==> config.mk <==
export PLATFORM = sky130hd
export DESIGN_NAME = siren_pattern_sequencer
export DESIGN_NICKNAME = d
export VERILOG_FILES = /design/src/rtl/sps_pkg.sv /design/src/rtl/sps_front.sv /design/src/rtl/sps_back.sv /design/src/rtl/siren_pattern_sequencer.sv
export VERILOG_INCLUDE_DIRS = /design/src /design/src/rtl
export SDC_FILE = /design/constraint.sdc
export NUM_CORES = 1
export LEC_CHECK = 0
export ABC_AREA = 1
export BUFFER_PORTS_ARGS = -buffer_cell sky130_fd_sc_hd__clkbuf_2
export CORE_MARGIN = 4
export CORE_UTILIZATION = 40
export DETAILED_ROUTE_END_ITERATION = 16
export SYNTH_ARGS = -nofsm -noshare
export SYNTH_HDL_FRONTEND = slang
export SYNTH_SLANG_ARGS = --single-unit
==> constraint.sdc <==
create_clock -name i_clk -period 12 [get_ports i_clk]
set_clock_uncertainty 0.05 [all_clocks]
set_input_delay 1.2 -clock i_clk [delete_from_list [all_inputs] [get_ports i_clk]]
set_output_delay 1.2 -clock i_clk [all_outputs]
set_load 0.1 [all_outputs]
==> src/rtl/assert_macros.svh <==
// Assertion macros used by the siren sequencer back end (sps_back).
// Each macro takes a label, the clock, the active-low reset and the checked terms.
`ifndef ASSERT_MACROS_SVH
`define ASSERT_MACROS_SVH

// Expression holds on every clock edge outside reset.
`define SPS_ASSERT_ALWAYS(label, clk, rst_n, expr) \
    label: assert property (@(posedge clk) disable iff (!rst_n) (expr)) \
        else $error("%m: assertion failed");

// Consequent holds in the same cycle as the antecedent.
`define SPS_ASSERT_IMPLY(label, clk, rst_n, ante, cons) \
    label: assert property (@(posedge clk) disable iff (!rst_n) (ante) |-> (cons)) \
        else $error("%m: assertion failed");

// Consequent holds in the cycle after the antecedent.
`define SPS_ASSERT_NEXT(label, clk, rst_n, ante, cons) \
    label: assert property (@(posedge clk) disable iff (!rst_n) (ante) |=> (cons)) \
        else $error("%m: assertion failed");

`endif

==> src/rtl/sps_pkg.sv <==
// Types, codes and pattern tables for the siren pattern sequencer.
// Used by sps_front, sps_back and siren_pattern_sequencer; no dependencies.
`timescale 1ns / 1ps

package sps_pkg;

    localparam int DUR_BITS     = 16;
    localparam int ELAPSED_BITS = DUR_BITS + 10;
    localparam int PHASE_BITS   = 11;
    localparam int MS_PER_SEC   = 1000;

    localparam int Q_DEPTH     = 2;
    localparam int QIDX_BITS   = (Q_DEPTH > 1) ? $clog2(Q_DEPTH) : 1;
    localparam int QCNT_BITS   = $clog2(Q_DEPTH + 1);

    localparam logic [1:0] CMD_TICK  = 2'd0;
    localparam logic [1:0] CMD_START = 2'd1;
    localparam logic [1:0] CMD_STOP  = 2'd2;

    localparam logic [2:0] PAT_STEADY  = 3'd0;
    localparam logic [2:0] PAT_TEMP3   = 3'd1;
    localparam logic [2:0] PAT_TEMP4   = 3'd2;
    localparam logic [2:0] PAT_PANIC   = 3'd3;
    localparam logic [2:0] PAT_MEDICAL = 3'd4;
    localparam logic [2:0] NO_PATTERN  = 3'd5;

    typedef enum logic [2:0] {
        OP_TICK,
        OP_START,
        OP_STOP,
        OP_BAD_START,
        OP_NOP
    } t_op;

    typedef struct packed {
        logic [1:0]  cmd;
        logic [2:0]  pat_sel;
        logic [15:0] run_secs;
    } t_in_item;

    typedef struct packed {
        logic        siren_on;
        logic        running;
        logic [2:0]  active_pattern;
        logic [15:0] active_duration;
        logic        start_error;
    } t_out_item;

    // Classified command as it waits between front and back.
    typedef struct packed {
        t_op                     op;
        logic [2:0]              pattern;
        logic [DUR_BITS-1:0]     dur;
        logic [ELAPSED_BITS-1:0] limit_ms;
    } t_cmd_item;

    typedef struct packed {
        logic      valid;
        t_cmd_item item;
    } t_cmd_port;

    // Phase length in ms for a pattern, step and phase half.
    function automatic logic [PHASE_BITS-1:0] phase_len(input logic [2:0] pat,
                                                        input logic [1:0] step,
                                                        input logic       off);
        logic [PHASE_BITS-1:0] len;
        len = '0;
        case (pat)
            PAT_TEMP3: begin
                if (!off) len = (step == 2'd3) ? PHASE_BITS'(0) : PHASE_BITS'(500);
                else if (step == 2'd2) len = PHASE_BITS'(1500);
                else if (step == 2'd3) len = PHASE_BITS'(0);
                else len = PHASE_BITS'(500);
            end
            PAT_TEMP4: begin
                if (off && step == 2'd3) len = PHASE_BITS'(2000);
                else len = PHASE_BITS'(500);
            end
            PAT_PANIC: begin
                len = (step == 2'd0) ? PHASE_BITS'(250) : PHASE_BITS'(0);
            end
            PAT_MEDICAL: begin
                if (step != 2'd0) len = PHASE_BITS'(0);
                else len = off ? PHASE_BITS'(2000) : PHASE_BITS'(500);
            end
            default: len = '0;
        endcase
        return len;
    endfunction

    function automatic logic [2:0] step_total(input logic [2:0] pat);
        logic [2:0] n;
        case (pat)
            PAT_TEMP3:   n = 3'd3;
            PAT_TEMP4:   n = 3'd4;
            PAT_PANIC:   n = 3'd1;
            PAT_MEDICAL: n = 3'd1;
            default:     n = 3'd0;
        endcase
        return n;
    endfunction

endpackage

==> src/rtl/sps_front.sv <==
// Front end: decodes each accepted beat into a command and queues it.
// Depends on sps_pkg.
`timescale 1ns / 1ps

module sps_front
    import sps_pkg::*;
(
    input  logic      i_clk,
    input  logic      i_rst_n,
    input  logic      push,
    output logic      full,
    input  t_in_item  i_item,
    output t_cmd_port o_cmd,
    input  logic      i_cmd_pop
);

    t_cmd_item             r_mem [Q_DEPTH];
    logic [QIDX_BITS-1:0]  r_wp, r_rp;
    logic [QCNT_BITS-1:0]  r_cnt;
    logic [QIDX_BITS-1:0]  n_wp, n_rp;
    logic [QCNT_BITS-1:0]  n_cnt;
    t_cmd_item             dec;
    logic                  wr, rd;

    always_comb begin
        dec.pattern  = i_item.pat_sel;
        dec.dur      = DUR_BITS'(i_item.run_secs);
        // precompute the expiry point so the back end only compares
        dec.limit_ms = ELAPSED_BITS'(dec.dur) * ELAPSED_BITS'(MS_PER_SEC);
        unique case (i_item.cmd)
            CMD_TICK:  dec.op = OP_TICK;
            CMD_START: dec.op = (i_item.pat_sel >= NO_PATTERN) ? OP_BAD_START : OP_START;
            CMD_STOP:  dec.op = OP_STOP;
            default:   dec.op = OP_NOP;
        endcase
    end

    assign full = (r_cnt == QCNT_BITS'(Q_DEPTH));
    assign wr   = push && !full;
    assign rd   = i_cmd_pop && (r_cnt != '0);

    assign o_cmd.valid = (r_cnt != '0);
    assign o_cmd.item  = r_mem[r_rp];

    always_comb begin
        n_wp  = r_wp;
        n_rp  = r_rp;
        n_cnt = r_cnt;
        if (wr) n_wp = (r_wp == QIDX_BITS'(Q_DEPTH - 1)) ? '0 : r_wp + 1'b1;
        if (rd) n_rp = (r_rp == QIDX_BITS'(Q_DEPTH - 1)) ? '0 : r_rp + 1'b1;
        if (wr && !rd) n_cnt = r_cnt + 1'b1;
        else if (rd && !wr) n_cnt = r_cnt - 1'b1;
    end

    always_ff @(posedge i_clk) begin
        if (!i_rst_n) begin
            r_wp  <= '0;
            r_rp  <= '0;
            r_cnt <= '0;
        end else begin
            r_wp  <= n_wp;
            r_rp  <= n_rp;
            r_cnt <= n_cnt;
        end
    end

    always_ff @(posedge i_clk) begin
        if (wr) r_mem[r_wp] <= dec;
    end

endmodule

==> src/rtl/sps_back.sv <==
// Back end: runs the pattern state for each queued command and queues results.
// Depends on sps_pkg and assert_macros.svh.
`timescale 1ns / 1ps
`include "assert_macros.svh"

module sps_back
    import sps_pkg::*;
(
    input  logic      i_clk,
    input  logic      i_rst_n,
    input  t_cmd_port i_cmd,
    output logic      o_cmd_pop,
    output logic      empty,
    input  logic      pop,
    output t_out_item o_result
);

    logic                    r_run, n_run;
    logic [2:0]              r_pat, n_pat;
    logic [DUR_BITS-1:0]     r_dur, n_dur;
    logic [ELAPSED_BITS-1:0] r_limit, n_limit;
    logic [1:0]              r_step, n_step;
    logic                    r_off, n_off;
    logic [PHASE_BITS-1:0]   r_phase, n_phase;
    logic [ELAPSED_BITS-1:0] r_elapsed, n_elapsed;
    logic                    n_err;

    t_out_item               r_mem [Q_DEPTH];
    logic [QIDX_BITS-1:0]    r_wp, r_rp;
    logic [QCNT_BITS-1:0]    r_cnt;
    logic                    res_full, wr, rd;
    t_out_item               res;
    logic [PHASE_BITS-1:0]   ph_inc;
    logic [ELAPSED_BITS-1:0] el_inc;
    logic [2:0]              step_inc;
    logic                    stop_wr, bad_wr;
    logic [DUR_BITS+3:0]     run_state;

    assign res_full  = (r_cnt == QCNT_BITS'(Q_DEPTH));
    assign wr        = i_cmd.valid && !res_full;
    assign o_cmd_pop = wr;
    assign empty     = (r_cnt == '0);
    assign rd        = pop && !empty;
    assign o_result  = r_mem[r_rp];

    assign ph_inc   = r_phase + 1'b1;
    assign el_inc   = r_elapsed + 1'b1;
    assign step_inc = {1'b0, r_step} + 3'd1;

    assign stop_wr   = wr && (i_cmd.item.op == OP_STOP);
    assign bad_wr    = wr && (i_cmd.item.op == OP_BAD_START);
    assign run_state = {r_run, r_pat, r_dur};

    always_comb begin
        n_run     = r_run;
        n_pat     = r_pat;
        n_dur     = r_dur;
        n_limit   = r_limit;
        n_step    = r_step;
        n_off     = r_off;
        n_phase   = r_phase;
        n_elapsed = r_elapsed;
        n_err     = 1'b0;
        case (i_cmd.item.op)
            OP_TICK: begin
                if (r_run && r_pat < NO_PATTERN) begin
                    if (r_dur != '0 && el_inc >= r_limit) begin
                        // expiry: drop back to idle
                        n_run     = 1'b0;
                        n_pat     = NO_PATTERN;
                        n_dur     = '0;
                        n_limit   = '0;
                        n_step    = '0;
                        n_off     = 1'b0;
                        n_phase   = '0;
                        n_elapsed = '0;
                    end else begin
                        if (r_dur != '0) n_elapsed = el_inc;
                        if (r_pat != PAT_STEADY) begin
                            if (ph_inc >= phase_len(r_pat, r_step, r_off)) begin
                                n_phase = '0;
                                n_off   = !r_off;
                                if (r_off) begin
                                    n_step = (step_inc >= step_total(r_pat)) ? 2'd0
                                                                             : step_inc[1:0];
                                end
                            end else begin
                                n_phase = ph_inc;
                            end
                        end
                    end
                end
            end
            OP_START: begin
                n_run     = 1'b1;
                n_pat     = i_cmd.item.pattern;
                n_dur     = i_cmd.item.dur;
                n_limit   = i_cmd.item.limit_ms;
                n_step    = '0;
                n_off     = 1'b0;
                n_phase   = '0;
                n_elapsed = '0;
            end
            OP_STOP: begin
                n_run     = 1'b0;
                n_pat     = NO_PATTERN;
                n_dur     = '0;
                n_limit   = '0;
                n_step    = '0;
                n_off     = 1'b0;
                n_phase   = '0;
                n_elapsed = '0;
            end
            OP_BAD_START: n_err = 1'b1;
            default: ;
        endcase

        res.siren_on        = n_run && !n_off;
        res.running         = n_run;
        res.active_pattern  = n_pat;
        res.active_duration = 16'(n_dur);
        res.start_error     = n_err;
    end

    always_ff @(posedge i_clk) begin
        if (!i_rst_n) begin
            r_run     <= 1'b0;
            r_pat     <= NO_PATTERN;
            r_dur     <= '0;
            r_limit   <= '0;
            r_step    <= '0;
            r_off     <= 1'b0;
            r_phase   <= '0;
            r_elapsed <= '0;
        end else if (wr) begin
            r_run     <= n_run;
            r_pat     <= n_pat;
            r_dur     <= n_dur;
            r_limit   <= n_limit;
            r_step    <= n_step;
            r_off     <= n_off;
            r_phase   <= n_phase;
            r_elapsed <= n_elapsed;
        end
    end

    always_ff @(posedge i_clk) begin
        if (!i_rst_n) begin
            r_wp  <= '0;
            r_rp  <= '0;
            r_cnt <= '0;
        end else begin
            if (wr) r_wp <= (r_wp == QIDX_BITS'(Q_DEPTH - 1)) ? '0 : r_wp + 1'b1;
            if (rd) r_rp <= (r_rp == QIDX_BITS'(Q_DEPTH - 1)) ? '0 : r_rp + 1'b1;
            if (wr && !rd) r_cnt <= r_cnt + 1'b1;
            else if (rd && !wr) r_cnt <= r_cnt - 1'b1;
        end
    end

    always_ff @(posedge i_clk) begin
        if (wr) r_mem[r_wp] <= res;
    end

    `SPS_ASSERT_ALWAYS(a_res_cnt_bound, i_clk, i_rst_n, r_cnt <= QCNT_BITS'(Q_DEPTH))
    `SPS_ASSERT_IMPLY(a_run_has_pattern, i_clk, i_rst_n, r_run, r_pat < NO_PATTERN)
    `SPS_ASSERT_NEXT(a_stop_clears, i_clk, i_rst_n, stop_wr, !r_run && r_pat == NO_PATTERN)
    `SPS_ASSERT_NEXT(a_bad_start_holds, i_clk, i_rst_n, bad_wr, run_state == $past(run_state))

endmodule

==> src/rtl/siren_pattern_sequencer.sv <==
// Top level of the siren pattern sequencer: front decoder, command queue, back end.
// Depends on sps_pkg, sps_front and sps_back.
//
//  channel   handshake          payload    beat
//  input     push / full        i_item     tick, start or stop
//  result    empty / pop        o_result   siren level and status, one per input
//
// One beat per cycle sustained while the result side keeps popping; a beat waits in the
// command queue, then its result is written to the result queue and can be popped.
// The pattern state update is combinational, so the back end retires a command
// every cycle while the result queue has room.
// Reset is synchronous and active low; it empties both queues and idles the siren.
// A stalled result side fills the result queue, then the command queue, then full rises.
`timescale 1ns / 1ps

module siren_pattern_sequencer
    import sps_pkg::*;
(
    input  logic      i_clk,
    input  logic      i_rst_n,
    input  logic      push,
    output logic      full,
    input  t_in_item  i_item,
    output logic      empty,
    input  logic      pop,
    output t_out_item o_result
);

    t_cmd_port cmd;
    logic      cmd_pop;

    sps_front u_front (
        .i_clk     (i_clk),
        .i_rst_n   (i_rst_n),
        .push      (push),
        .full      (full),
        .i_item    (i_item),
        .o_cmd     (cmd),
        .i_cmd_pop (cmd_pop)
    );

    sps_back u_back (
        .i_clk     (i_clk),
        .i_rst_n   (i_rst_n),
        .i_cmd     (cmd),
        .o_cmd_pop (cmd_pop),
        .empty     (empty),
        .pop       (pop),
        .o_result  (o_result)
    );

endmodule

==> results of run 1 <==
-- how the worst max path moves through the flow --
stage,endpoint,slack [ps]
after floorplan,u_front.r_mem[0][15],7020
after CTS,u_back.r_mem[0][5],6630
after global placement,u_front.r_mem[0][18],6520
after detailed placement,u_front.r_mem[1][18],6500
final,u_back.r_mem[0][5],6650
after global routing,u_back.r_mem[0][11],5980
-- final cells by class --
class                           count  area share
Timing Repair Buffer               54     0.01864
Sequential cell                   223      0.3767
Multi-Input combinational cell   1090      0.4487
Tap cell                          448     0.03662
Clock inverter                     19     0.01847
Clock buffer                       29     0.04389
Inverter                          232     0.05705
-- sequential cells by signal, indices dropped and copies added, names as in the netlist, 3 cells and up, named ones only --
name	cells
u_back.r_mem	44
u_back.r_limit	23
u_back.r_elapsed	26
u_front.r_mem	86
u_back.r_pat	3
u_back.r_dur	16
u_back.r_phase	11
-- cells by family after synthesis --
group | Yosys count | share of synthesized area
AND/OR/NAND/NOR | 659 | 0.1970
buffers and inverters | 277 | 0.07759
flip-flops | 223 | 0.4216
AO/OA/AOI/OAI | 210 | 0.08711
adder cells (fa/ha/maj) | 151 | 0.1678
XOR/XNOR | 48 | 0.03074
multiplexers | 22 | 0.01812
-- power groups by stage --
| stage | Clock (uW) | Combinational, uW | Sequential [uW] |
|---|---|---|---|
| finish | 871 | 2300 | 1270 |
| global placement | 0 | 2280 | 1280 |
| global route | 916 | 2580 | 1290 |
| CTS | 892 | 2320 | 1270 |
| detailed placement | 0 | 2310 | 1290 |
| floorplan | 0 | 1810 | 1250 |
-- per-stage QoR --
stage	utilization	setup slack [ps]	total power (uW)
floorplan	-	7022	3063
global placement	0.4270	6518	3559
detailed placement	0.4270	6501	3591
CTS	0.4554	6631	4478
global route	0.4554	5984	4787
finish	0.4554	6649	4436
-- synthesized netlist by cell type (all sizes together) --
library cell | number | area (um^2)
nand2 | 422 | 1594
inv | 230 | 865.8
a21oi | 136 | 695.7
edfxtp | 130 | 3904
nor2 | 123 | 478.0
ha | 97 | 1214
dfxtp | 93 | 1862
nand3 | 77 | 390.4
fa | 54 | 1081
o21ai | 36 | 195.2
xor2 | 34 | 297.8
clkbuf | 28 | 105.1
mux2 | 22 | 247.7
a22oi | 17 | 127.6
buf | 17 | 82.58
nor3 | 14 | 86.34
xnor2 | 14 | 122.6
nand4 | 13 | 81.33
nor4 | 7 | 43.79
a21o | 5 | 37.54
o211ai | 3 | 36.28
o21bai | 3 | 22.52
a211oi | 2 | 15.01
a31oi | 2 | 12.51
clkinv | 2 | 7.510
o22ai | 2 | 18.77
o31ai | 2 | 15.01
a21boi | 1 | 7.510
and3 | 1 | 6.260
nand3b | 1 | 7.510
o21a | 1 | 7.510
or2 | 1 | 6.260
-- critical path, stage by stage (launching register included) --
cell and delay [ps]:
dfxtp_1 400, ha_1 200, nand2_1 90, nor2_1 240, nand2_1 130, nor2_1 150, nand2_1 140, nor3_1 270
nand2_1 110, xor2_1 150, inv_1 70, ha_1 270, nand2_1 70, inv_1 40, nand2_1 50, nand2_1 50
a21oi_1 220, nand4_1 250, nand2_1 410, nand2_1 600, nand2_1 750, nand2_1 170, a22oi_1 280
-- layer usage --
metal	track usage	up-vias	wire length, um
li1	-	5245	-
met5	0	-	0
met3	0.01990	34	965
met2	0.2901	123	14470
met4	0.03459	0	551
met1	0.2368	4898	14980
==> reports/qor.yml, run 1 <==
route:
  drt_pass1_iterations: 7
  wl_mm: 30.97
  antenna_left: 0
  via_per_inst: 4.916
  drt_iter0_drc: 859
  vias: 10300
  wl_per_cell_um: 14.78
  drc: 0
worst_setup_path:
  r2r-start: "u_back.r_elapsed[0]"
  required_ps: 12290
  start_kind: "flip-flop"
  path_max_fanout: 23
  crit_start: "u_back.r_elapsed[0]"
  reg2reg_to: "u_back.r_mem[0][5]"
  reg2reg_depth: 22
  path_class: "flip-flop to flip-flop"
  reg2reg_slack_ps: 6650
  cp.arrival_ps: 5640
  cp-end-kind: "flip-flop"
cells_and_area:
  layout_commonest_cell: "nand2_1"
  fillers: 3329
  multi_input_area_mm2: 0.006868
  area_delta_synth_final_pct: 11.94
  register_area_mm2: 0.005766
  finalInstanceArea_mm2: 0.01531
  diodes: 0
  final_cell_mix: "nand2_1, inv_1, a21oi_1"
  final_cells: 2095
  drive_above_1_share: 0.08622
  nets: 1803
power_and_ir_drop:
  intPower_uw: 2371
  vdd_ir_drop_max_mv: 0.2927
  p_comb_frac: 0.518
  switching_share: 0.4655
  leakagePower_uw: 0.006710
  netSwitchingPower_uw: 2065
  p_seq_frac: 0.286
  power_frac_clock: 0.196
  power.density_mw_per_mm2: 289.8
run_status:
  status: "completed"
hold_path:
  hp-start: "u_back.r_limit[21]"
  holdPathStages: 2
  hold_path.class: "flip-flop to flip-flop"
  whs_endpoint: "u_back.r_limit[21]"
floorplan:
  die_h_um: 192.9
  io_pins: 49
  dieArea_mm2: 0.03721
  chipWidth_um: 192.9
  core_region_area_mm2: 0.03362
  fp-row-count: 67
  start_util: 0.4068
global_routing:
  grt_pass1_vias: 10310
  track_usage: 0.1707
  antenna_found_initial: 0
  gr-total-overflow: 0
  grt_pass1_wl_mm: 51.82
  grt_max_degree: 59
clock_tree:
  cts_buffer_depth: 3
  clock-sinks: 223
  post_cts_buffers: 0
  root_buffer: "clkbuf_16"
  cts_buffers: 26
  cts_tree: "done"
  clock_latency_ps: 540
  clkTransAtPathRegs_ps: 60
  cts.htree.levels: 1
  cts_resized: 0
  cts-hold-fix-buffers: 0
synthesis:
  syn_area_mm2: 0.01367
  syn_avg_cell_area_um2: 8.600
  ys.warnings.count: 0
  ys_ff_latch: 223
  yosysSeqAreaShare: 0.4216
  syn_nets: 1766
  synth_cells: 1590
  ys_types: 47
timing:
  finalCritPeriodShare: 0.4459
  setup-violations-final: 0
  fin_setup_tns_ps: 0
  whs_ps: 409.6
  tightestPinTransition_ps: 1209
  hold_violations: 0
  final-max-slew-violation-count: 0
  rsz0062_at_grt: "no"
  relSlewSlack: 0.1928
  fmax_mhz: 186.9
  fin_crit_ps: 5351
place:
  dpl_cell_area_mm2: 0.01435
  gp_congestion: 0.8334
  io_buffers: 48
  dp_hpwl_mm: 22.55
  dp.cells: 2047
run:
  drv_cap: 0
Note: power is estimated with default switching activity, not from simulation.
==> run 2, diff against run 1 <==
- clock period: 12 -> 4.6 ns (I/O delays scaled with it)
==> run 2 against run 1 <==
  * Combinational power increased to 2.7 times the previous value
  * Flip-flop and latch count unchanged
  * Critical endpoint is now u_front.r_mem[1][18]
  * First-iteration DRC count decreased by 30%
  * Routed wire length increased by 0.93%
  * Sequential share of layout area decreased by 0.29 points
  * Non-clock buffer count increased by 31
  * Sequential power increased to 2.6 times the previous value
  * Clock power increased by 130%
  * Final cell count increased by 1.4%
==> reports/qor.yml, run 2 (same netlist as run 1, synthesis figures left out) <==
place:
  gp_congestion: 0.8773  # +5.3%
  io_buffers: 48  # unchanged
  dp_hpwl_mm: 23.52  # +4.3%
  dpl_cell_area_mm2: 0.01459  # +1.6%
route:
  antenna_left: 0  # unchanged
  drc: 0  # unchanged
  drt_pass1_iterations: 5  # -2
  via_per_inst: 4.899  # -0.35%
  vias: 10410  # +1.1%
  wl_per_cell_um: 14.71  # -0.49%
  drt_iter0_drc: 600  # -30%
  wl_mm: 31.26  # +0.93%
global_routing:
  antenna_found_initial: 0  # unchanged
  grt_pass1_vias: 10090  # -2.1%
  gr-total-overflow: 0  # unchanged
  grtUsageMet3: 0.02551  # +0.005608
  grtUsageMet2: 0.2870  # -0.003105
  grt-busiest-layer: "met2"
  grt_max_degree: 44  # -25%
  grtUsageMet1: 0.2395  # +0.002707
  track_usage: 0.1723  # +0.001536
  grt_pass1_wl_mm: 51.82  # unchanged
power_and_ir_drop:
  netSwitchingPower_uw: 5469  # +160%
  vdd_ir_drop_max_mv: 0.6990  # +140%
  power_frac_clock: 0.173  # -0.023
  p_seq_frac: 0.287  # about the same
  intPower_uw: 6060  # +160%
  power.density_mw_per_mm2: 747.4  # +160%
  p_comb_frac: 0.541  # +0.023
  switching_share: 0.4744  # +0.008921
  leakagePower_uw: 0.006784  # +1.1%
clock_tree:
  cts_tree: "done"
  clock_latency_ps: 530  # about the same
  cts_buffer_depth: 3  # unchanged
  root_buffer: "clkbuf_16"
  cts_buffers: 26  # unchanged
  clock-sinks: 223  # unchanged
  clkTransAtPathRegs_ps: 60  # about the same
  cts.htree.levels: 1  # unchanged
worst_setup_path:
  path_cells: "clkbuf_2 -> inv_1 -> fa_1 -> fa_1 -> fa_1 -> fa_1 -> inv_1 -> ha_1 -> nand2_1 -> o21ai_0 -> a21oi_1 -> o21ai_0 -> a31oi_1 -> xnor2_1"
  worstSetupEndpoint: "u_front.r_mem[1][18]"
  required_ps: 4820  # -7470 ps
  crit_top_cell: "fa_1"
  crit_start: "i_item[2]"
  cp.arrival_ps: 4360  # -1280 ps
  start_kind: "primary input"
  path_class: "primary input to flip-flop"
  slowest_delay_ps: 570  # -180 ps
  reg2reg_to: "u_back.r_limit[3]"
  reg2reg_depth: 24  # +9.1%
  slowest_stage: "fa_1"
  path_max_fanout: 7  # -70%
  cp-end-kind: "flip-flop"
  r2r-start: "u_back.r_elapsed[0]"
  reg2reg_slack_ps: 480  # -6170 ps
timing:
  final-max-slew-violation-count: 0  # unchanged
  fin_crit_ps: 4142
  setup-violations-final: 0  # unchanged
  fin_setup_tns_ps: 0  # unchanged
  rsz0062_at_grt: "no"
  relSlewSlack: 0.2204  # +0.02756
  fmax_mhz: 241.4
  hold_violations: 0  # unchanged
  finalCritPeriodShare: 0.9004
  tightestPinTransition_ps: 1168  # -41.29 ps
cells_and_area:
  area_delta_synth_final_pct: 12.81
  finalInstanceArea_mm2: 0.01543  # +0.78%
  regMostFlops: "u_front.r_mem"
  top_regs: "u_front.r_mem (86), u_back.r_mem (44), u_back.r_elapsed (26)"
  diodes: 0  # unchanged
  nets: 1834  # +1.7%
  final_cell_mix: "nand2_1, inv_1, a21oi_1"
  drive_above_1_share: 0.1044  # +0.01814
  largest_reg_flops: 86  # unchanged
  layout_commonest_cell: "nand2_1"
  finalCoreUtilization: 0.4589  # +0.003536
floorplan:
  core_region_area_mm2: 0.03362  # unchanged
  die_h_um: 192.9  # unchanged
  fp-row-count: 67  # unchanged
  dieArea_mm2: 0.03721  # unchanged
  start_util: 0.4068  # unchanged
  io_pins: 49  # unchanged
  chipWidth_um: 192.9  # unchanged
hold_path:
  hold_path.class: "primary input to flip-flop"
run_status:
  status: "completed"
run:
  drv_cap: 0  # unchanged
## run 2: changes by cell type in the layout (fill, tap and decap cells not counted), sizes merged
cell      change
clkbuf        +1
inv           +1
buf          +31
bufinv        -5
clkinv        -2
clkinvlp      +4
## run 2: per-layer routing
layer | part of all wire | wire length, um | vias to the layer above
li1 | - | - | 5299
met1 | 0.48 | 14890 | 4895
met2 | 0.46 | 14500 | 171
met3 | 0.038 | 1191 | 46
met4 | 0.021 | 669 | 0
met5 | 0 | 0 | -
## run 2: how the worst min path moves through the flow
stage                       start  depth (start not counted)  slack, ps                    to
2_1_floorplan        u_front.r_rp                          1        380             flip-flop
3_3_place_gp         u_front.r_rp                          1        390          u_front.r_rp
3_5_place_dp   u_back.r_limit[14]                          2        400    u_back.r_limit[14]
4_1_cts                i_item[18]                          1         70  u_front.r_mem[1][41]
5_1_grt                i_item[18]                          1         90  u_front.r_mem[1][41]
6_report               i_item[18]                          1        100  u_front.r_mem[1][41]
## run 2: metrics by stage
stage,cells,setup slack [ps],total power (uW),hold WS [ps]
after floorplan,1590,361.9,7990,375.7
after global placement,2078,58.88,9533,386.9
after detailed placement,2078,-36.64,9601,398.4
after CTS,2125,263.8,11630,74.26
after global routing,2125,35.42,12460,90.20
final,2125,458.3,11530,100.6
## run 2: critical path, delay by kind of cell
family,cells,cell delay (ps)
buffers and inverters,3,340
XOR/XNOR,1,160
AND/OR/NAND/NOR,1,120
adder cells (fa/ha/maj),5,2410
AO/OA/AOI/OAI,4,860
## run 2: timing repair
item / CTS / global route
endpoints found under the hold margin: 0 / 0
gates resized for setup: 0 / 4
hold buffers: 0 / 0
buffers inserted: 0 / 0
setup endpoints to repair: 0 / 55
## run 2: area by class of cell
type | instances | area [um^2]
multi-input combinational | 1090 | 6883
fill | 3197 | 18190
tap | 448 | 560.5
inverter | 232 | 873.3
clock buffer | 30 | 665.6
clock inverter | 17 | 160.2
sequential | 223 | 5766
timing repair buffer | 85 | 518.0
## run 2: power groups by stage
stage	clock [uW]	combinational, uW	sequential [uW]
after global placement	0	6200	3330
after detailed placement	0	6250	3350
after floorplan	0	4720	3270
after global routing	2120	6970	3370
final	1990	6230	3300
after CTS	2040	6280	3310
==> run 3, diff against run 2 <==
- CORE_UTILIZATION: 40 -> 30
==> run 3 against run 2 <==
  * Final area up 0.76%
  * Flip-flop and latch count stayed put
  * Clock power is 8% lower
  * Via count increased by 1.1%
  * Fmax shrank 1.4%
  * Total power decreased by 1.9%
  * Worst hold slack worse by 16 ps
  * Routed wire length grew 0.20%
  * Non-clock buffer count up 2
  * Sequential power barely moved
  * Die area increased by 32%
  * Final cell count increased by 6.8%
  * Largest power group unchanged
  * Highest routed layer unchanged
==> reports/qor.yml, run 3 (same netlist as run 1, synthesis figures left out) <==
run_status:
  status: "completed"
place:
  io_buffers: 48  # unchanged
  pre_cts_ws_ps: 4.642  # +41.29 ps
  gp_congestion: 0.8441  # -3.8%
  dp_hpwl_mm: 23.33  # -0.79%
  dpl_cell_area_mm2: 0.01478  # +1.3%
worst_setup_path:
  cp-end-kind: "flip-flop"
  reg2reg_slack_ps: 400  # -80 ps
  start_kind: "flip-flop"
  r2r-start: "u_back.r_elapsed[5]"
  required_ps: 4870  # +50 ps
  reg2reg_to: "u_back.r_mem[0][13]"
  path_max_fanout: 17  # +10
  path_class: "flip-flop to flip-flop"
  cp.arrival_ps: 4470  # +110 ps
  reg2reg_depth: 21  # -13%
cells_and_area:
  drive_above_1_share: 0.1019  # -0.002446
  layout_commonest_cell: "nand2_1"
  area_delta_synth_final_pct: 13.67
  nets: 1835  # +0.055%
  finalCoreUtilization: 0.3485  # -0.1104
  fillers: 4529  # +42%
  top_regs: "u_front.r_mem (86), u_back.r_mem (44), u_back.r_elapsed (26)"
  regMostFlops: "u_front.r_mem"
  final_cell_mix: "nand2_1, inv_1, a21oi_1"
  largest_reg_flops: 86  # unchanged
  finalInstanceArea_mm2: 0.01554  # +0.76%
  diodes: 0  # unchanged
timing:
  relSlewSlack: 0.2489  # +0.02855
  final-max-slew-violation-count: 0  # unchanged
  fin_crit_ps: 4201  # +59.54 ps
  whs_ps: 84.66  # -15.95 ps
  fmax_mhz: 238.0  # -1.4%
  tightestPinTransition_ps: 1127  # -41.57 ps
  rsz0062_at_grt: "no"
  worst_slack_ps: 398.8  # -59.54 ps
  finalCritPeriodShare: 0.9133  # +0.01294
  setup-violations-final: 0  # unchanged
  hold_violations: 0  # unchanged
power_and_ir_drop:
  netSwitchingPower_uw: 5392  # -1.4%
  p_seq_frac: 0.292  # +0.005
  leakagePower_uw: 0.006795  # +0.16%
  power_frac_clock: 0.162  # -0.011
  p_comb_frac: 0.546  # +0.005
  switching_share: 0.4767  # +0.002311
  vdd_ir_drop_max_mv: 0.5514  # -21%
  intPower_uw: 5919  # -2.3%
  power.density_mw_per_mm2: 727.6  # -2.6%
  p_total_uw: 11310  # -1.9%
clock_tree:
  cts_buffers: 25  # -3.8%
  cts-hold-fix-buffers: 0  # unchanged
  clkTransAtPathRegs_ps: 60  # about the same
  root_buffer: "clkbuf_16"
  cts_buffer_depth: 3  # unchanged
  cts.htree.levels: 1  # unchanged
  cts_tree: "done"
  clock-sinks: 223  # unchanged
  clock_latency_ps: 530  # about the same
floorplan:
  core_region_area_mm2: 0.04461  # +33%
  fp-row-count: 77  # +15%
  start_util: 0.3066  # -0.1002
  chipWidth_um: 221.5  # +15%
  die_h_um: 221.5  # +15%
  io_pins: 49  # unchanged
  dieArea_mm2: 0.04906  # +32%
route:
  vias: 10530  # +1.1%
  drc: 0  # unchanged
  antenna_left: 0  # unchanged
  wl_per_cell_um: 13.80  # -6.2%
  wl_mm: 31.32  # +0.20%
  drt_iter0_drc: 754  # +26%
  via_per_inst: 4.637  # -5.4%
  drt_pass1_iterations: 5  # unchanged
hold_path:
  hold_path.class: "primary input to flip-flop"
  whs_endpoint: "u_front.r_mem[0][41]"
  hp-start: "i_item[18]"
  holdPathStages: 1  # unchanged
global_routing:
  gr-total-overflow: 0  # unchanged
  grt_pass1_wl_mm: 52.85  # +2.0%
  track_usage: 0.1278  # -0.04446
  grt_max_degree: 46  # +4.5%
  antenna_found_initial: 0  # unchanged
  grt_pass1_vias: 10560  # +4.6%
run:
  drv_cap: 0  # unchanged
## run 3: changes by cell type in the layout (fill, tap and decap cells not counted), sizes merged
| cell | previous run | this run |
|---|---|---|
| clkinvlp | 5 | 0 |
| bufinv | 2 | 0 |
| clkbuf | 78 | 82 |
| inv | 230 | 232 |
| buf | 37 | 39 |
## run 3: power by group through the flow
| stage | registers (uW) | logic (uW) | clock network (uW) |
|---|---|---|---|
| detailed placement | 3350 | 6180 | 0 |
| floorplan | 3270 | 4720 | 0 |
| global route | 3370 | 6930 | 1970 |
| CTS | 3310 | 6210 | 1890 |
| finish | 3300 | 6170 | 1830 |
| global placement | 3330 | 6090 | 0 |
## run 3: worst max path at each step
stage	start	end	depth (start not counted)	slack, ps
2_1_floorplan	i_item[7]	u_front.r_mem[0][15]	15	360
3_3_place_gp	i_item[9]	u_front.r_mem[0][21]	15	-30
3_5_place_dp	i_item[6]	u_front.r_mem[1][15]	16	5
4_1_cts	u_back.r_elapsed[0]	u_back.r_limit[4]	24	240
5_1_grt	u_back.r_elapsed[5]	u_back.r_mem[1][11]	21	20
6_report	u_back.r_elapsed[5]	u_back.r_mem[0][13]	21	400
## run 3: final cells by class
type                    instances  area [um^2]  area share
inverters                     232        873.3     0.05619
multi-input cells            1090         6887      0.4430
clock buffers                  34        679.4     0.04371
repair buffers                 87        536.8     0.03453
flip-flops and latches        223         5766      0.3709
clock inverters                12        61.31    0.003944
well taps                     592        740.7     0.04765
## run 3: repair_timing
action                     4_1_cts  5_1_grt
hold endpoints to repair         0        0
resized for setup                0        6
setup endpoints to repair        0      101
buffers inserted                 0        0
## run 3: layer usage
layer,GRT usage,vias up,wire (um),share of wire
met2,0.2128,195,14380,0.46
met3,0.01801,39,1492,0.048
met4,0.03001,0,692,0.022
met5,0,-,0,0
met1,0.1774,5001,14760,0.47
li1,-,5290,-,-
## run 3: metrics by stage
stage	setup TNS, ps	std cells
global placement	-61.98	2224
floorplan	0	1590
global route	0	2270
CTS	0	2270
detailed placement	0	2224
finish	0	2270
## run 3: critical path, cell delays in order (launching register included)
cell,delay (ps)
dfxtp_1,410
nand2_1,90
nor2_1,210
nand3_1,180
nor3_1,430
nand2_1,160
nor2_1,150
xnor2_1,130
inv_1,90
ha_1,290
nand2_1,80
inv_1,50
nand2_1,50
nand2_1,40
a21oi_1,220
nand4_1,280
nand2_2,230
nand2_1,130
nand2_1,100
buf_4,230
nand2_1,100
a22oi_1,280
